**src/rtl/mcpdf_pkg.sv**
```systemverilog
// ----------------------------------------------------------------------------
// mcpdf_pkg
// Shared types and constants for the MIDI channel parser and duplicate filter.
// ----------------------------------------------------------------------------
package mcpdf_pkg;

  localparam int FILTER_DEPTH = 6;
  localparam int IDX_W        = (FILTER_DEPTH > 1) ? $clog2(FILTER_DEPTH) : 1;
  localparam int EW_W         = $clog2(FILTER_DEPTH + 1);
  localparam int CFG_IDX_W    = 2;
  localparam int CFG_DATA_W   = 7;

  typedef enum logic [CFG_IDX_W-1:0] {
    REG_FILTER_WIDTH,
    REG_NOTE_GRAN,
    REG_VEL_GRAN,
    REG_PRESS_GRAN
  } cfg_reg_t;

  typedef enum logic [1:0] {
    OUT_TAKEN,
    OUT_IGNORED,
    OUT_DUPLICATE,
    OUT_COMPLETE
  } outcome_t;

  localparam logic [1:0] LEN_NONE  = 2'd0;
  localparam logic [1:0] LEN_TWO   = 2'd2;
  localparam logic [1:0] LEN_THREE = 2'd3;

  localparam logic [1:0] POS_IDLE = 2'd0;
  localparam logic [1:0] POS_D1   = 2'd1;
  localparam logic [1:0] POS_D2   = 2'd2;

  localparam logic [7:0] NOTE_MAX     = 8'h9F;
  localparam logic [7:0] TWO_BYTE_MIN = 8'hC0;
  localparam logic [7:0] PRESS_MIN    = 8'hD0;
  localparam logic [7:0] PRESS_MAX    = 8'hDF;

  localparam logic [3:0] HI_NOTE_OFF = 4'h8;
  localparam logic [3:0] HI_NOTE_ON  = 4'h9;
  localparam logic [3:0] HI_PRESS    = 4'hD;

  typedef struct packed {
    logic [7:0] status;
    logic [6:0] d1;
    logic [6:0] d2;
  } entry_t;

  typedef struct packed {
    logic [7:0] status;
    logic [6:0] d1;
  } pr_entry_t;

endpackage

```
**src/rtl/mcpdf_in_if.sv**
```systemverilog
// ----------------------------------------------------------------------------
// mcpdf_in_if
// Input channel: one raw MIDI byte per item.
// ----------------------------------------------------------------------------
interface mcpdf_in_if;
  logic       valid;
  logic       ready;
  logic [7:0] midi_byte;

  modport source(output valid, output midi_byte, input ready);
  modport sink(input valid, input midi_byte, output ready);
endinterface

```
**src/rtl/mcpdf_out_if.sv**
```systemverilog
// ----------------------------------------------------------------------------
// mcpdf_out_if
// Result channel: outcome and assembled message per item.
// ----------------------------------------------------------------------------
interface mcpdf_out_if;
  logic       valid;
  logic       ready;
  logic [1:0] outcome;
  logic [1:0] msg_length;
  logic [7:0] msg_status;
  logic [6:0] msg_data1;
  logic [6:0] msg_data2;

  modport source(output valid, output outcome, output msg_length, output msg_status,
                 output msg_data1, output msg_data2, input ready);
  modport sink(input valid, input outcome, input msg_length, input msg_status,
               input msg_data1, input msg_data2, output ready);
endinterface

```
**src/rtl/mcpdf_cmp.sv**
```systemverilog
// ----------------------------------------------------------------------------
// mcpdf_cmp
// Shared compare unit: matches a message against one stored ring entry.
// ----------------------------------------------------------------------------
module mcpdf_cmp (
  input  mcpdf_pkg::entry_t entry,
  input  mcpdf_pkg::entry_t msg,
  input  logic [6:0]        gran1,
  input  logic [6:0]        gran2,
  output logic              match
);
  import mcpdf_pkg::*;

  logic [6:0] diff1;
  logic [6:0] diff2;
  logic       ok1;
  logic       ok2;

  assign diff1 = (msg.d1 >= entry.d1) ? msg.d1 - entry.d1 : entry.d1 - msg.d1;
  assign diff2 = (msg.d2 >= entry.d2) ? msg.d2 - entry.d2 : entry.d2 - msg.d2;

  // zero granularity skips that field
  assign ok1 = (gran1 == '0) || (diff1 <= gran1);
  assign ok2 = (gran2 == '0) || (diff2 <= gran2);

  assign match = (entry.status == msg.status) && ok1 && ok2;

endmodule

```
**src/rtl/midi_channel_parser_dup_filter_top.sv**
```systemverilog
// ----------------------------------------------------------------------------
// midi_channel_parser_dup_filter_top
// MIDI running-status parser with a duplicate filter over per-kind rings.
// Flow: a byte is accepted only in the idle state; a complete message is
//   scanned against up to N = min(filter_width, 6) entries of its ring.
//   The single compare unit walks the ring one entry per cycle, stopping at a
//   match; the next byte waits until the result is in the output register.
//   Reset: synchronous; clears parser, rings, slots and configuration registers.
// ----------------------------------------------------------------------------
module midi_channel_parser_dup_filter_top (
  input  logic                                clk,
  input  logic                                rst,
  input  logic                                cfg_we,
  input  logic [mcpdf_pkg::CFG_IDX_W-1:0]     cfg_index,
  input  logic [mcpdf_pkg::CFG_DATA_W-1:0]    cfg_data,
  mcpdf_in_if.sink                            midi,
  mcpdf_out_if.source                         result
);
  import mcpdf_pkg::*;

  typedef enum logic [1:0] {S_IDLE, S_SCAN, S_DONE} state_t;
  typedef enum logic [1:0] {KIND_ON, KIND_OFF, KIND_PR} kind_t;

  state_t     state;
  kind_t      kind;
  logic [IDX_W-1:0] idx;

  logic [2:0] filter_width;
  logic [6:0] note_window;
  logic [6:0] vel_gran;
  logic [6:0] press_gran;

  logic [7:0] running_status;
  logic [1:0] data_position;
  logic [6:0] pending_data1;

  entry_t     ring_on  [FILTER_DEPTH];
  entry_t     ring_off [FILTER_DEPTH];
  pr_entry_t  ring_pr  [FILTER_DEPTH];
  logic [IDX_W-1:0] slot_on;
  logic [IDX_W-1:0] slot_off;
  logic [IDX_W-1:0] slot_pr;

  outcome_t   msg_outcome;
  logic [1:0] msg_len;
  entry_t     msg;

  logic       out_valid;
  outcome_t   out_outcome;
  logic [1:0] out_len;
  entry_t     out_msg;

  logic [7:0] b;
  logic [EW_W-1:0] eff_w;
  outcome_t   p_outcome;
  logic [1:0] p_len;
  entry_t     p_msg;
  logic [7:0] rs_next;
  logic [1:0] pos_next;
  logic [6:0] pend_next;
  logic [3:0] hi;
  logic       p_scan;
  kind_t      p_kind;

  entry_t     cur_entry;
  logic [6:0] gran1;
  logic [6:0] gran2;
  logic       match;
  logic       last;
  logic [IDX_W-1:0] cur_slot;
  logic [IDX_W-1:0] store_idx;
  logic [EW_W-1:0]  slot_inc;
  logic [IDX_W-1:0] slot_next;
  logic       accept;
  logic       out_free;

  assign b        = midi.midi_byte;
  assign accept   = midi.valid && midi.ready;
  assign midi.ready = (state == S_IDLE);
  assign out_free = !out_valid || result.ready;

  assign eff_w = (32'(filter_width) > FILTER_DEPTH) ? EW_W'(FILTER_DEPTH)
                                                    : EW_W'(filter_width);

  always_comb begin
    p_outcome = OUT_TAKEN;
    p_len     = LEN_NONE;
    p_msg     = '0;
    rs_next   = running_status;
    pos_next  = data_position;
    pend_next = pending_data1;
    if (!b[7]) begin
      if (running_status == '0) begin
        p_outcome = OUT_IGNORED;
      end else if (data_position == POS_D1) begin
        if (running_status >= TWO_BYTE_MIN && running_status <= PRESS_MAX) begin
          p_len        = LEN_TWO;
          p_msg.status = running_status;
          p_msg.d1     = b[6:0];
        end else begin
          pend_next = b[6:0];
          pos_next  = POS_D2;
        end
      end else if (data_position == POS_D2) begin
        p_len        = LEN_THREE;
        p_msg.status = running_status;
        p_msg.d1     = pending_data1;
        p_msg.d2     = b[6:0];
        pos_next     = POS_D1;
      end
    end else if (b <= NOTE_MAX || (b >= PRESS_MIN && b <= PRESS_MAX)) begin
      rs_next  = b;
      pos_next = POS_D1;
    end else begin
      rs_next   = '0;
      pos_next  = POS_IDLE;
      p_outcome = OUT_IGNORED;
    end
    if (p_len != LEN_NONE) begin
      p_outcome = OUT_COMPLETE;
    end
  end

  assign hi = p_msg.status[7:4];

  always_comb begin
    p_kind = KIND_PR;
    if (hi == HI_NOTE_ON) begin
      p_kind = KIND_ON;
    end else if (hi == HI_NOTE_OFF) begin
      p_kind = KIND_OFF;
    end
  end

  assign p_scan = (p_len != LEN_NONE) && (eff_w != '0) &&
                  (hi == HI_NOTE_ON || hi == HI_NOTE_OFF ||
                   (hi == HI_PRESS && press_gran != '0));

  always_comb begin
    unique case (kind)
      KIND_ON: begin
        cur_entry = ring_on[idx];
        cur_slot  = slot_on;
      end
      KIND_OFF: begin
        cur_entry = ring_off[idx];
        cur_slot  = slot_off;
      end
      KIND_PR: begin
        cur_entry = {ring_pr[idx], 7'd0};
        cur_slot  = slot_pr;
      end
      default: begin
        cur_entry = '0;
        cur_slot  = '0;
      end
    endcase
  end

  assign gran1 = (kind == KIND_PR) ? press_gran : note_window;
  assign gran2 = (kind == KIND_PR) ? 7'd0 : vel_gran;

  mcpdf_cmp u_cmp (
    .entry (cur_entry),
    .msg   (msg),
    .gran1 (gran1),
    .gran2 (gran2),
    .match (match)
  );

  assign last      = (EW_W'(idx) + EW_W'(1)) == eff_w;
  assign store_idx = (32'(cur_slot) < FILTER_DEPTH) ? cur_slot : '0;
  assign slot_inc  = EW_W'(cur_slot) + EW_W'(1);
  assign slot_next = (slot_inc >= eff_w) ? '0 : IDX_W'(slot_inc);

  always_ff @(posedge clk) begin
    if (rst) begin
      filter_width <= '0;
      note_window  <= '0;
      vel_gran     <= '0;
      press_gran   <= '0;
    end else if (cfg_we) begin
      unique case (cfg_reg_t'(cfg_index))
        REG_FILTER_WIDTH: filter_width <= cfg_data[2:0];
        REG_NOTE_GRAN:    note_window  <= cfg_data;
        REG_VEL_GRAN:     vel_gran     <= cfg_data;
        REG_PRESS_GRAN:   press_gran   <= cfg_data;
      endcase
    end
  end

  always_ff @(posedge clk) begin
    if (rst) begin
      state          <= S_IDLE;
      kind           <= KIND_ON;
      idx            <= '0;
      running_status <= '0;
      data_position  <= POS_IDLE;
      pending_data1  <= '0;
      slot_on        <= '0;
      slot_off       <= '0;
      slot_pr        <= '0;
      out_valid      <= 1'b0;
      msg_outcome    <= OUT_TAKEN;
      msg_len        <= LEN_NONE;
      msg            <= '0;
      for (int i = 0; i < FILTER_DEPTH; i++) begin
        ring_on[i]  <= '0;
        ring_off[i] <= '0;
        ring_pr[i]  <= '0;
      end
    end else begin
      if (out_valid && result.ready && state != S_DONE) begin
        out_valid <= 1'b0;
      end
      unique case (state)
        S_IDLE: begin
          if (accept) begin
            running_status <= rs_next;
            data_position  <= pos_next;
            pending_data1  <= pend_next;
            msg_outcome    <= p_outcome;
            msg_len        <= p_len;
            msg            <= p_msg;
            kind           <= p_kind;
            idx            <= '0;
            state          <= p_scan ? S_SCAN : S_DONE;
          end
        end
        S_SCAN: begin
          if (match) begin
            msg_outcome <= OUT_DUPLICATE;
            state       <= S_DONE;
          end else if (last) begin
            unique case (kind)
              KIND_ON: begin
                ring_on[store_idx] <= msg;
                slot_on            <= slot_next;
              end
              KIND_OFF: begin
                ring_off[store_idx] <= msg;
                slot_off            <= slot_next;
              end
              default: begin
                ring_pr[store_idx] <= {msg.status, msg.d1};
                slot_pr            <= slot_next;
              end
            endcase
            state <= S_DONE;
          end else begin
            idx <= idx + IDX_W'(1);
          end
        end
        S_DONE: begin
          if (out_free) begin
            out_valid   <= 1'b1;
            out_outcome <= msg_outcome;
            out_len     <= msg_len;
            out_msg     <= msg;
            state       <= S_IDLE;
          end
        end
        default: state <= S_IDLE;
      endcase
    end
  end

  assign result.valid      = out_valid;
  assign result.outcome    = out_outcome;
  assign result.msg_length = out_len;
  assign result.msg_status = out_msg.status;
  assign result.msg_data1  = out_msg.d1;
  assign result.msg_data2  = out_msg.d2;

endmodule

```
**src/flat_wrapper.sv**
```systemverilog
// flat-port wrapper written by rule: the top's interface ports become plain ports
module midi_channel_parser_dup_filter_top_flat import mcpdf_pkg::*;
  (clk, rst, cfg_we, cfg_index, cfg_data, midi_valid, midi_midi_byte, midi_ready, result_valid, result_outcome, result_msg_length, result_msg_status, result_msg_data1, result_msg_data2, result_ready);
  mcpdf_in_if midi_i ();
  mcpdf_out_if result_i ();
  input  logic clk;
  input  logic rst;
  input  logic cfg_we;
  input  logic [mcpdf_pkg::CFG_IDX_W-1:0] cfg_index;
  input  logic [mcpdf_pkg::CFG_DATA_W-1:0] cfg_data;
  input wire logic [$bits(midi_i.valid)-1:0] midi_valid;
  input wire logic [$bits(midi_i.midi_byte)-1:0] midi_midi_byte;
  output wire logic [$bits(midi_i.ready)-1:0] midi_ready;
  output wire logic [$bits(result_i.valid)-1:0] result_valid;
  output wire logic [$bits(result_i.outcome)-1:0] result_outcome;
  output wire logic [$bits(result_i.msg_length)-1:0] result_msg_length;
  output wire logic [$bits(result_i.msg_status)-1:0] result_msg_status;
  output wire logic [$bits(result_i.msg_data1)-1:0] result_msg_data1;
  output wire logic [$bits(result_i.msg_data2)-1:0] result_msg_data2;
  input wire logic [$bits(result_i.ready)-1:0] result_ready;
  assign midi_i.valid = midi_valid;
  assign midi_i.midi_byte = midi_midi_byte;
  assign midi_ready = midi_i.ready;
  assign result_valid = result_i.valid;
  assign result_outcome = result_i.outcome;
  assign result_msg_length = result_i.msg_length;
  assign result_msg_status = result_i.msg_status;
  assign result_msg_data1 = result_i.msg_data1;
  assign result_msg_data2 = result_i.msg_data2;
  assign result_i.ready = result_ready;
  midi_channel_parser_dup_filter_top u_core (.clk(clk), .rst(rst), .cfg_we(cfg_we), .cfg_index(cfg_index), .cfg_data(cfg_data), .midi(midi_i), .result(result_i));
endmodule
```
**config.mk**
```make
export PLATFORM = sky130hd
export DESIGN_NAME = midi_channel_parser_dup_filter_top_flat
export DESIGN_NICKNAME = d
export VERILOG_FILES = /design/src/rtl/mcpdf_pkg.sv /design/src/rtl/mcpdf_in_if.sv /design/src/rtl/mcpdf_out_if.sv /design/src/rtl/mcpdf_cmp.sv /design/src/rtl/midi_channel_parser_dup_filter_top.sv /design/src/flat_wrapper.sv
export SDC_FILE = /design/constraint.sdc
export NUM_CORES = 1
export LEC_CHECK = 0
export BUFFER_PORTS_ARGS = -buffer_cell sky130_fd_sc_hd__buf_2
export CORE_MARGIN = 3
export CORE_UTILIZATION = 55
export DETAILED_ROUTE_END_ITERATION = 12
export GPL_ROUTABILITY_DRIVEN = 1
export PLACE_DENSITY_LB_ADDON = 0.25
export RECOVER_POWER = 50
export SLEW_MARGIN = 20
export SYNTH_ARGS = -nofsm -noshare
export SYNTH_HDL_FRONTEND = slang
export SYNTH_HIERARCHICAL = 1
export SYNTH_SLANG_ARGS = --single-unit
```
**constraint.sdc**
```tcl
create_clock -name clk -period 10.18 [get_ports clk]
set_clock_uncertainty 0.15 [all_clocks]
set_input_delay 0 -clock clk [delete_from_list [all_inputs] [get_ports clk]]
set_output_delay 0 -clock clk [all_outputs]
set_load 0.005 [all_outputs]
```
# ---- Word-level counts from Yosys, hierarchy flattened
# Memories as Yosys holds them, arrays and structs flattened. A register that Yosys moved wholly into a read port is not among the register bits.
# Cells that the tools add are included.
# W data, S select, Z words.
dict set report classes {
  addsub 6
  n_lt_le_gt_ge 12
  n_eq_ne 23
  n_mux 84
  n_bitwise 6
  n_reduce_logical 47
}
# op n
set op_table {}
lappend op_table {{$mux W22} 5}
lappend op_table {{$pmux W22 S3} 1}
lappend op_table {{$mux W15} 3}
lappend op_table {{$mux W3} 15}
lappend op_table {{$reduce_or A22 Y1} 2}
lappend op_table {{$mux W2} 21}
lappend op_table {{$mux W7} 5}
lappend op_table {{$mux W1} 29}
lappend op_table {{$sub A7 B7 Y7} 4}
lappend op_table {{$le A8 B8 Y1 const B} 3}
lappend op_table {{$ge A8 B8 Y1 const B} 2}
lappend op_table {{$reduce_and A4 Y1} 4}
lappend op_table {{$reduce_or A15 Y1} 1}
lappend op_table {{$ge A7 B7 Y1} 2}
lappend op_table {{$le A7 B7 Y1} 2}
lappend op_table {{$logic_not A7 Y1} 2}
lappend op_table {{$eq A4 B4 Y1 const B} 3}
lappend op_table {{$reduce_and A3 Y1} 4}
lappend op_table {{$eq A2 B2 Y1 const B} 5}
lappend op_table {{$logic_and A1 B1 Y1} 10}
lappend op_table {{$ne A2 B2 Y1 const B} 5}
lappend op_table {{$reduce_and A2 Y1} 5}
lappend op_table {{$pmux W3 S3} 1}
lappend op_table {{$eq A2 B1 Y1 const B} 4}
lappend op_table {{other kinds (24)} 40}
dict set report totals {
  reg_bits 110
  mem_bits_rw 354
  output_inout_bits 28
  elab_cells 205
  mem_count 3
}
# name depth width rd rd_ports_with_merged_regs write_ports line_no
set memory_table {}
lappend memory_table {u_core.ring_off 6 22 1 1 6 midi_channel_parser_dup_filter_top.sv:38} ;# entry_t ring_off [FILTER_DEPTH];
lappend memory_table {u_core.ring_on 6 22 1 1 6 midi_channel_parser_dup_filter_top.sv:37} ;# entry_t ring_on [FILTER_DEPTH];
lappend memory_table {u_core.ring_pr 6 15 1 1 6 midi_channel_parser_dup_filter_top.sv:39} ;# pr_entry_t ring_pr [FILTER_DEPTH];

# ---- Logic depth before layout (Yosys ltp)
# Gate-level depths: netlist of run 1.
dict set report depth {
  depth_word 14
  ltp_mapped 27
  depth_no_buf 24
}

# ---- Hierarchy
# Netlist of run 1, hierarchy kept.
# module instances cells_per_inst area_each_um2 seq_area_each_um2
set modules_own_cells {}
lappend modules_own_cells {midi_channel_parser_dup_filter_top 1 1707 25348.1 16696.0}
lappend modules_own_cells {mcpdf_cmp 1 225 1636.6 0.0}

# ---- Worst setup path before layout of run 1
# Ideal clock, no wire load.
dict set report synth_path {
  path_type {reg2reg}
  from {register (tool-made name)}
  to {memory u_core/ring_off[5][0] in the netlist's numbering (enable)}
  arrival_time_ns 6.399
  t_required_ns 9.595
  setup_slack_ns 3.196
  stages_incl_launch_ff 23
  path_buffers 3
  synth_period_minus_slack_ns 6.984
  path_cell_list {dfxtp_1 -> buf_2 -> buf_2 -> mux4_2 -> mux2i_1 -> o22a_1 -> o21ai_0 -> ha_1 -> a21o_1 -> a211o_1 -> a31oi_4 -> buf_6 -> nor3_1 -> a311oi_1 -> ha_1 -> nand3_1 -> nor2_1 -> a221o_1 -> a31oi_1 -> nor4_1 -> nor3b_2 -> o211ai_4 -> o31ai_1}
}
# item line_no
set synth_rtl {}
lappend synth_rtl {{end, declared} midi_channel_parser_dup_filter_top.sv:38}

==> results of run 1 <==
[worst max-delay path, delay by kind of cell, from the launching register on]
kind,cells,cell delay (ns)
fa+ha+maj,2,0.77
mux,3,1.12
compound gates,9,2.85
buf+inv,2,0.68
flops,1,0.91
simple gates,6,2.02
[stage by stage]
stage,hold slack [ns],power [W],area [µm²],cells,util
6_report,0.0809,0.00503,30300,2793,0.629
5_1_grt,0.0843,0.00520,30300,2793,0.629
4_1_cts,0.0253,0.00507,30500,2792,0.633
3_5_place_dp,0.149,0.00299,28300,2651,0.587
3_3_place_gp,0.135,0.00298,28200,2650,0.587
2_1_floorplan,-0.0207,0.00289,27400,2049,-
[sequential cells by signal, summed over array words and instances, names as in the netlist, 2 cells and up, named ones only]
signal                    count
u_core/ring_pr              120
u_core/press_gran             7
u_core/slot_off               3
u_core/state                  2
u_core/result.msg_status      8
u_core/msg                   22
u_core/result.outcome         2
u_core/slot_on                3
u_core/ring_on              176
u_core/msg_outcome            2
u_core/kind                   2
u_core/vel_gran               7
u_core/msg_len                2
u_core/pending_data1          7
u_core/result.msg_length      2
u_core/result.msg_data2       7
u_core/data_position          2
u_core/slot_pr                3
u_core/result.msg_data1       7
u_core/running_status         8
u_core/note_window            7
u_core/filter_width           3
u_core/idx                    3
u_core/ring_off             176
[worst paths after layout]
| path | to | slack, ns | cells after the start |
|---|---|---|---|
| worst max-delay path | u_core/ring_on[3][18]$_SDFFCE_PN0P_ | 1.28 | 22 |
| worst min-delay path | u_core/note_window[4]$_SDFFE_PP0P_ | 0.08 | 4 |
| worst max register to register | u_core/ring_on[3][18]$_SDFFCE_PN0P_ | 1.28 | 22 |
| worst min register to register | u_core/result.outcome[1]$_DFFE_PP_ | 0.29 | 0 |
[cell usage in the layout, fill, tap and decap left out, types with 21 or more instances in the layout]
master / netlist / routed
dfxtp_1: 87 / 84
a21oi_1: 50 / 50
and2_1: 128 / 108
mux2i_1: 103 / 103
clkbuf_1: 78 / 36
nor2_1: 205 / 204
conb_1: 1 / 118
and3_1: 100 / 100
buf_2: 44 / 30
buf_4: 5 / 26
clkbuf_16: 0 / 59
and2_0: 1 / 21
edfxtp_1: 498 / 498
inv_1: 56 / 56
ha_1: 45 / 45
dlygate4sd3_1: 0 / 35
o21ai_0: 38 / 40
a22oi_1: 21 / 21
mux4_2: 118 / 118
nand2_1: 108 / 105
[cells by family (layout without fill, tap and decap cells)]
kind of cell,after synthesis,count (layout),synth area share
AND/OR/NAND/NOR,642,642,0.122
other,1,118,0.000139
flip-flops,585,585,0.619
AO/OA/AOI/OAI,204,204,0.0532
buffers and inverters,200,288,0.0333
XOR/XNOR,19,19,0.00784
adder cells (fa/ha/maj),49,49,0.0238
multiplexers,232,232,0.141
[layer usage]
metal,up-vias,global-route usage,part of all wire
li1,7420,-,-
met3,147,0.0610,0.093
met5,-,0,0.00019
met1,8511,0.364,0.39
met4,2,0.0907,0.031
met2,774,0.453,0.48
[power by group]
group	leakage [nW]	total, W	switching, W	internal, W
clock	0.897	0.00209	0.000903	0.00118
sequential	5.81	0.00269	0.0000256	0.00266
combinational	4.23	0.000258	0.000165	0.0000936
total	10.9	0.00503	0.00109	0.00394
[area by class of cell]
type	instances	area [µm²]	share of cell area
Tap cell	656	821	0.0271
Timing Repair Buffer	125	851	0.0281
Inverter	57	214	0.00706
Multi-Input combinational cell	1264	9830	0.325
Clock buffer	63	1490	0.0492
Clock inverter	43	368	0.0121
Sequential cell	585	16700	0.552
==> metrics.md, run 1 <==
| Metric | Value |
|---|---|
| DRC | `0` |
| Async S/R FF share, synth | `0` |
| Vias per cell | `slightly above 6` |
| DRC marker count from the first detailed-route iteration | `1815` |
| First-pass GRT wire length | `104000 µm` |
| WL final | `69400 µm` |
| Mapped Cells | `1932` |
| Sequential element share of the synthesized area | `0.619` |
| Share of the synthesized area in the top cell type | `0.554` |
| ANT cells | `0` |
| Maximum vdd drop | `0.156 mV` |
| DP HPWL | `41300 µm` |
| Pin count of the biggest net entering global routing | `66` |
| Total CTS buffers | `57` |
| Setup Buffers After CTS | `0` |
| # IOs | `50` |
| Starting Density | `0.560` |
| Ranking of synthesized cells by area | `edfxtp_1, mux4_2, dfxtp_1, mux2i_1, and2_1` |
| Max H-tree Level | `2` |
| Slew @ Worst Pin | `2.50 ns` |
| Layout cells sized above 1 | `0.149` |
| Worst setup EP type | `flop` |
| Fmax | `112 MHz` |
| Top_reg_cell synth | `edfxtp_1` |
| Pwr Density | `166 nW/µm²` |
| Clock Path Buffers | `3` |
| Outcome | `finished with violations` |
| Worst path cell trace | `mux4_2 > mux2i_1 > o22a_1 > o21ai_0 > ha_1 > a21oi_1 > o21ai_0 > a31oi_1 > nor2_1 > mux2_1 > ha_1 > nand4_1 > nor2_1 > a221o_1 > a31oi_1 > nor4_1 > nor3b_2 > o211ai_4 > nor3_1 > buf_8 > a21o_1 > buf_4` |
| Cts-stage hold buffer count | `35` |
| Critical path fanouts, max | `43` |
| Clock sink count | `585` |
| Yosys warns | `6` |
| CP max stage cell | `dfxtp_4` |
| Maxcap violations | `7` |
| Filler cells | `roughly 3600` |
| Slew Limit Fails | `between 150 and 200` |
| Routed WL per cell | `24.8 µm` |
| Max incr delay on CP | `0.91 ns` |
| Cts repair resizes | `0` |
| Min setup slack post-route | `1.28 ns` |
| WP data arrival | `approximately 9 ns` |
| Clock Latency Late Sink | `a little over 0.6 ns` |
| Setup TNS | `0 ns` |
| Seq cells post-synth | `585` |
| Routed vias | `16854` |
| Nets | `~2200` |
| Setup Viol. Count Final | `0` |
| Setup WS pre-CTS | `1.84 ns` |
| Static Leak | `10.9 nW` |
| Die ar. | `slightly above 50000 µm²` |
| Initial DRT Pass Iterations | `6` |
| Clk root buf | `clkbuf_16` |
| Layout area overhead | `12.2%` |
| CTS tree | `done` |
| CP Launch Type | `flop` |
| Gr usage total | `0.274` |
| CP Data Required Time | `10.31 ns` |
| RSZ-0062 raised after global routing | `no` |
| Remaining Overflow, GRT | `0` |
| Vias in the first global route | `17226` |
| Failing checks | `capacitance limit, slew limit` |
| Fin crit share | `0.875` |
| Netlist Area Pre-Place | `27000 µm²` |
| Initial antenna violation count | `2` |
| Hold crit path type | `in -> reg` |
| Period minus WS final | `8.90 ns` |
| Clk pin slew, worst setup/hold paths | `0.07 ns` |
| Count leader, synth | `edfxtp_1` |
| Die extent in y | `228 µm` |
| Cell taking the most area after synthesis | `edfxtp_1` |
| # rows | `80` |
| Yosys cell types | `80` |
| Placer's final routability congestion estimate | `about 0.87` |
| Post-synth EDFFs | `498` |
| HP Start | `cfg_data[4]` |
| Worst slew margin | `-0.666` |
| Core Area | `around 48000 µm²` |
| Final hold viol count | `0` |
| Post-route ant nets | `0` |
| Number of I/O port buffers | `49` |
| Post-synth top cells | `edfxtp_1, nor2_1, and2_1` |
| Syn_area_per_cell | `about 14 µm²` |
| Critical path class | `reg -> reg` |
| Die width | `228 µm` |
Power figures use the tool's default switching activity.
==> run 2, diff against run 1 <==
--- a/config.mk
+++ b/config.mk
@@ -7,7 +7,7 @@
 export LEC_CHECK = 0
 export BUFFER_PORTS_ARGS = -buffer_cell sky130_fd_sc_hd__buf_2
 export CORE_MARGIN = 3
-export CORE_UTILIZATION = 55
+export CORE_UTILIZATION = 60
 export DETAILED_ROUTE_END_ITERATION = 12
 export GPL_ROUTABILITY_DRIVEN = 1
 export PLACE_DENSITY_LB_ADDON = 0.25
@@ -15,5 +15,4 @@
 export SLEW_MARGIN = 20
 export SYNTH_ARGS = -nofsm -noshare
 export SYNTH_HDL_FRONTEND = slang
-export SYNTH_HIERARCHICAL = 1
 export SYNTH_SLANG_ARGS = --single-unit
==> metrics.md, run 2 <==
| Metric | Value |
|---|---|
| Static Leak | `10.5 nW (-3.6%)` |
| Worst slew margin | `-1.49 (-0.828)` |
| DP HPWL | `41300 µm (about the same)` |
| Worst Reg-to-Reg Cells | `25 (+14%)` |
| Hold depth | `4 (unchanged)` |
| Starting Density | `0.614 (+0.0533)` |
| Gr usage total | `0.301 (+0.0272)` |
| Ranking of synthesized cells by area | `edfxtp_1, mux4_2, dfxtp_1, mux2i_1, nor2_1` |
| First-pass GRT wire length | `107000 µm (+2.8%)` |
| Max incr delay on CP | `0.98 ns (+0.07 ns)` |
| Period minus WS final | `9.06 ns (+0.155 ns)` |
| Worst Hold Path EP | `u_core.vel_gran[3]$_SDFFE_PP0P_` |
| Die width | `217 µm (-4.6%)` |
| DRC | `0 (unchanged)` |
| Layout area overhead | `13.1%` |
| Top_reg_cell synth | `edfxtp_1` |
| Syn_area_per_cell | `13.2 µm² (-5.6%)` |
| Die ar. | `47100 µm² (-9.0%)` |
| Seq cells post-synth | `585 (unchanged)` |
| Critical path class | `reg -> reg` |
| Routed vias | `18190 (+7.9%)` |
| Most frequent cells in the layout | `edfxtp_1, nor2_1, nor3_1, nand2_1, conb_1` |
| Netlist Area Pre-Place | `26700 µm² (-0.94%)` |
| Cell taking the most area after synthesis | `edfxtp_1` |
| Commonest non-fill, non-tap cell in the layout | `edfxtp_1` |
| Async S/R FF share, synth | `0 (unchanged)` |
| DRC marker count from the first detailed-route iteration | `2144 (+18%)` |
| Final hold viol count | `0 (unchanged)` |
| Final hold slack | `0.0583 ns (-0.0225 ns)` |
| Vias in the first global route | `18336 (+6.4%)` |
| Vias per cell | `6.46 (+7.0%)` |
| Mapped Cells | `2028 (+5.0%)` |
| WL final | `70300 µm (+1.3%)` |
| Yosys warns | `0 (-6)` |
| Clock Path Buffers | `3 (unchanged)` |
| Clock Latency Late Sink | `0.63 ns (+0.02 ns)` |
| # IOs | `50 (unchanged)` |
| CP Launch Type | `flop` |
| Post-route ant nets | `0 (unchanged)` |
| CP Data Required Time | `10.39 ns (+0.08 ns)` |
| Max H-tree Level | `2 (unchanged)` |
| Clk root buf | `clkbuf_16` |
| Pin count of the biggest net entering global routing | `90 (+36%)` |
| Slew Limit Fails | `166 (unchanged)` |
| Setup Buffers After CTS | `0 (unchanged)` |
| Critical path fanouts, max | `62 (+44%)` |
| Nets | `2255 (+4.3%)` |
| Most frequent CP cell | `a21oi_1` |
| Fmax | `110 MHz (-1.7%)` |
| Count leader, synth | `edfxtp_1` |
| Die extent in y | `217 µm (-4.6%)` |
| RSZ-0062 raised after global routing | `no` |
| ANT cells | `0 (unchanged)` |
| Setup Viol. Count Final | `0 (unchanged)` |
| Dpl cell area | `27800 µm² (-1.5%)` |
| Number of I/O port buffers | `49 (unchanged)` |
| Reg2reg setup slack | `1.12 ns (-0.16 ns)` |
| Clk pin slew, worst setup/hold paths | `0.06 ns (about the same)` |
| WP data arrival | `9.27 ns (+0.24 ns)` |
| Clock sink count | `585 (unchanged)` |
| Pwr Density | `177 nW/µm² (+6.3%)` |
| Placer's final routability congestion estimate | `0.882 (+1.6%)` |
| Fin crit share | `0.890 (+0.0153)` |
| Largest registers | `u_core.ring_off x176, u_core.ring_on x176, u_core.ring_pr x120` |
| Initial DRT Pass Iterations | `8 (+2)` |
| Reg2Reg Capture Point | `u_core.ring_on[3][6]$_SDFFCE_PN0P_` |
| Slew @ Worst Pin | `3.74 ns (+1.24 ns)` |
| CP max stage cell | `or4_1` |
| Post-synth top cells | `edfxtp_1, nor2_1, nor3_1` |
| Initial antenna violation count | `1 (-1)` |
| Remaining Overflow, GRT | `0 (unchanged)` |
| Core Area | `43600 µm² (-9.5%)` |
| Setup TNS | `0 ns (unchanged)` |
| Routed WL per cell | `25.0 µm (+0.48%)` |
| Maxcap violations | `4 (-3)` |
| Finished layout cell area | `30200 µm² (-0.20%)` |
| Layout cells sized above 1 | `0.131 (-0.0180)` |
| Yosys cell types | `77 (-3.8%)` |
| Total CTS buffers | `60 (+5.3%)` |
| Outcome | `finished with violations` |
| Worst setup EP type | `flop` |
| Share of the synthesized area in the top cell type | `0.559 (+0.00527)` |
| Hold crit path type | `in -> reg` |
| CTS tree | `done` |
| HP Start | `cfg_data[3]` |
| Maximum vdd drop | `0.131 mV (-16%)` |
| Sequential element share of the synthesized area | `0.625 (+0.00588)` |
| # rows | `76 (-5.0%)` |
| Failing checks | `capacitance limit, slew limit` |
| Post-synth EDFFs | `498 (unchanged)` |
[run 2: worst max-delay path by stage]
stage               from                                  end  slack, ns
finish              flop   u_core.ring_on[3][6]$_SDFFCE_PN0P_       1.12
global route        flop   u_core.ring_on[1][3]$_SDFFCE_PN0P_       0.56
CTS                 flop   u_core.ring_on[3][6]$_SDFFCE_PN0P_       1.50
detailed placement  flop   u_core.ring_on[1][4]$_SDFFCE_PN0P_       1.59
global placement    flop   u_core.ring_on[3][6]$_SDFFCE_PN0P_       1.67
floorplan           flop  u_core.ring_off[1][0]$_SDFFCE_PN0P_       2.12
[run 2: repair_timing]
action,4_1_cts,5_1_grt
hold buffers,34,0
resized for setup,0,0
endpoints found under the hold margin,93,0
[run 2: kinds of logic (layout without fill, tap and decap cells)]
family                     Yosys count  after routing  share of synthesized area
and+or+nand+nor                    762            762                      0.131
buffers and inverters              187            274                     0.0327
DFF                                585            585                      0.625
other                                1            118                   0.000140
xor gates and xnor gates             9              9                    0.00295
AOI/OAI and AO/OA                  218            218                     0.0558
muxes                              217            217                      0.129
adders and majority gates           49             49                     0.0241
[run 2: metal layers]
layer | global-route usage | wire [µm] | vias to the layer above
li1 | - | - | 7844
met1 | 0.403 | 25500 | 9020
met2 | 0.484 | 33400 | 1121
met3 | 0.0556 | 8130 | 205
met4 | 0.144 | 3270 | 0
met5 | 0 | 0 | -
[run 2: area by class of cell]
cell class	instances	area (µm²)
clock inverter	37	494
multi-input combinational	1373	9670
fill	2953	13300
inverter	43	161
sequential	585	16700
tap	585	732
timing repair buffer	121	838
clock buffer	73	1620
[run 2: where the power goes]
part	total (W)	internal [W]	switching [W]
combinational	0.000293	0.000101	0.000192
clock	0.00236	0.00141	0.000942
sequential	0.00269	0.00267	0.0000264
total	0.00534	0.00418	0.00116
[run 2: through the flow]
stage	total power (W)	worst slack (ns)	instances	utilization
after floorplan	0.00292	2.12	2145	-
after global placement	0.00301	1.67	2673	0.639
after detailed placement	0.00302	1.59	2673	0.639
after CTS	0.00535	1.50	2817	0.695
after global routing	0.00548	0.564	2817	0.694
final	0.00534	1.12	2817	0.694
[run 2: worst max-delay path: cells and delay by family (launching register included)]
family / cells / cell delay, ns
compound gates: 9 / 2.30
buf+inv: 4 / 1.76
simple gates: 9 / 2.63
flops: 1 / 0.85
mux: 1 / 0.37
fa+ha+maj: 2 / 0.65
==> run 3, diff against run 2 <==
--- a/config.mk
+++ b/config.mk
@@ -8,6 +8,7 @@
 export BUFFER_PORTS_ARGS = -buffer_cell sky130_fd_sc_hd__buf_2
 export CORE_MARGIN = 3
 export CORE_UTILIZATION = 60
+export CTS_CLUSTER_SIZE = 8
 export DETAILED_ROUTE_END_ITERATION = 12
 export GPL_ROUTABILITY_DRIVEN = 1
 export PLACE_DENSITY_LB_ADDON = 0.25
==> constraint.sdc (replaced) <==
create_clock -name clk -period 10.18 [get_ports clk]
set_clock_uncertainty 0.15 [all_clocks]
set_input_delay 1.018 -clock clk [delete_from_list [all_inputs] [get_ports clk]]
set_output_delay 1.018 -clock clk [all_outputs]
set_load 0.005 [all_outputs]
==> metrics.md, run 3 (synthesis results as in run 2) <==
| Metric | Value |
|---|---|
| Largest registers | `u_core.ring_off x176, u_core.ring_on x176, u_core.ring_pr x120` |
| Placed Cells | `2673 (unchanged)` |
| Hold crit path type | `reg -> reg` |
| Finished Layout Cells | `2789 (-0.99%)` |
| Die ar. | `47100 µm² (unchanged)` |
| Maxcap violations | `3 (-1)` |
| Maximum vdd drop | `0.117 mV (-11%)` |
| Top sig layer | `met4` |
| Layout cells sized above 1 | `0.137 (+0.00536)` |
| Initial DRT Pass Iterations | `6 (-2)` |
| Clk root buf | `clkbuf_16` |
| Max H-tree Level | `3 (+1)` |
| DRC marker count from the first detailed-route iteration | `2288 (+6.7%)` |
| Critical path class | `reg -> reg` |
| WL met3 | `7900 µm (-2.8%)` |
| Most frequent CP cell | `a21oi_1` |
| First-pass GRT wire length | `106000 µm (-1.2%)` |
| Post-route ant nets | `0 (unchanged)` |
| # IOs | `50 (unchanged)` |
| Cts-stage hold buffer count | `0 (-100%)` |
| CP max stage cell | `or4b_1` |
| Clock Latency Late Sink | `0.61 ns (-0.02 ns)` |
| Clk pin slew, worst setup/hold paths | `0.05 ns (about the same)` |
| Starting Density | `0.614 (unchanged)` |
| Worst setup EP type | `flop` |
| DP HPWL | `41300 µm (unchanged)` |
| Failing checks | `capacitance limit, slew limit` |
| CTS tree | `done` |
| Static Leak | `10.5 nW (about the same)` |
| Setup TNS | `0 ns (unchanged)` |
| Remaining Overflow, GRT | `0 (unchanged)` |
| Min setup slack post-route | `1.00 ns (-0.117 ns)` |
| Routed met2 length | `32600 µm (-2.3%)` |
| Slew @ Worst Pin | `3.67 ns (-0.0682 ns)` |
| WL final | `69900 µm (-0.61%)` |
| Vias per cell | `6.54 (+1.2%)` |
| Core Area | `43600 µm² (unchanged)` |
| Routed WL per cell | `25.0 µm (+0.39%)` |
| Slew Limit Fails | `143 (-14%)` |
| Placer's final routability congestion estimate | `0.882 (unchanged)` |
| Outcome | `finished with violations` |
| Pwr Density | `182 nW/µm² (+2.9%)` |
| Worst slew margin | `-1.45 (+0.0454)` |
| Gr usage total | `0.299 (-0.00233)` |
| Commonest non-fill, non-tap cell in the layout | `edfxtp_1` |
| Max incr delay on CP | `1.54 ns (+0.56 ns)` |
| RSZ-0062 raised after global routing | `no` |
| Number of I/O port buffers | `49 (unchanged)` |
| DRC | `0 (unchanged)` |
| CP Data Required Time | `10.17 ns (-0.22 ns)` |
| Total CTS buffers | `83 (+38%)` |
| Finished layout cell area | `30100 µm² (-0.45%)` |
| Cts repair resizes | `0 (unchanged)` |
| Final hold viol count | `0 (unchanged)` |
| Fin crit share | `0.901 (+0.0115)` |
| Pin count of the biggest net entering global routing | `90 (unchanged)` |
| Critical path fanouts, max | `48 (-23%)` |
| Die extent in y | `217 µm (unchanged)` |
| Fmax | `109 MHz (-1.3%)` |
| Die width | `217 µm (unchanged)` |
| Layout area overhead | `12.6%` |
| Worst path cell trace | `buf_12 > mux4_2 > nand2_1 > a21oi_1 > nor3_1 > inv_1 > ha_1 > nand2b_1 > a21oi_1 > o21bai_1 > a211oi_1 > o21ai_0 > and4_1 > a2111oi_0 > nand2_1 > ha_1 > a21oi_1 > nor2b_1 > o311ai_0 > o211ai_1 > nor4_4 > or4b_1 > o21bai_4` |
| Setup WS pre-CTS | `1.59 ns (unchanged)` |
| Dpl cell area | `27800 µm² (unchanged)` |
| Nets | `2244 (-0.49%)` |
| WP data arrival | `9.17 ns (-0.10 ns)` |
| CP Launch Type | `flop` |
| Vias in the first global route | `18133 (-1.1%)` |
| Met1 Wirelength | `25900 µm (+1.8%)` |
| Routed vias | `18231 (+0.23%)` |
| Period minus WS final | `9.18 ns (+0.117 ns)` |
| Setup Viol. Count Final | `0 (unchanged)` |
| Clock sink count | `585 (unchanged)` |
| HP Start | `u_core.msg_outcome[0]$_SDFFE_PP0P_` |
| Initial antenna violation count | `0 (-1)` |
| Most frequent cells in the layout | `edfxtp_1, nor2_1, nor3_1, nand2_1, conb_1` |
| Setup Buffers After CTS | `0 (unchanged)` |
| # rows | `76 (unchanged)` |
| Clock Path Buffers | `3 (unchanged)` |
[run 3: cell types whose count changed in the layout (fill, tap and decap cells not counted), moves of 5 or more]
| cell | change |
|---|---|
| bufinv_16 | -10 |
| buf_2 | +8 |
| clkbuf_16 | +22 |
| clkinv_2 | -7 |
| dlygate4sd3_1 | -34 |
| clkinv_1 | -8 |
| clkbuf_1 | +5 |
[run 3: power breakdown]
group | switching, W | internal [W]
sequential | 0.0000263 | 0.00267
clock | 0.000968 | 0.00152
combinational | 0.000190 | 0.0000949
total | 0.00118 | 0.00429
[run 3: cell type report]
class	instances	area [µm²]
timing repair buffer	87	512
multi-input combinational	1373	9670
tap	585	732
fill	2988	13500
inverter	43	161
antenna	1	2.50
clock buffer	108	2210
clock inverter	7	93.8
sequential	585	16700
[run 3: final timing paths]
check                                         to  slack [ns]  cells past startpoint
max          u_core.ring_on[1][10]$_SDFFCE_PN0P_        1.00                     23
min           u_core.result.outcome[0]$_DFFE_PP_        0.28                      0
max reg2reg  u_core.ring_on[1][10]$_SDFFCE_PN0P_        1.00                     23
min reg2reg   u_core.result.outcome[0]$_DFFE_PP_        0.28                      0
[run 3: worst max-delay path, delay by kind of cell, from the launching register on]
family	cells	cell delay, ns
AO/OA/AOI/OAI	10	2.99
buffers and inverters	2	0.48
AND/OR/NAND/NOR	8	3.13
flip-flops	1	0.83
adder cells (fa/ha/maj)	2	0.65
multiplexers	1	0.37
[run 3: metrics by stage]
step                      utilization  total power [W]  hold WS, ns
after floorplan                     -          0.00292        0.256
after global placement          0.639          0.00301        0.264
after detailed placement        0.639          0.00302        0.267
after CTS                       0.692          0.00549        0.278
after global routing            0.691          0.00563        0.293
final                           0.691          0.00547        0.276
[run 3: layer usage]
layer	up-vias	track usage
met3	219	0.0602
met1	8996	0.402
met4	0	0.151
li1	7784	-
met2	1232	0.469
met5	-	0
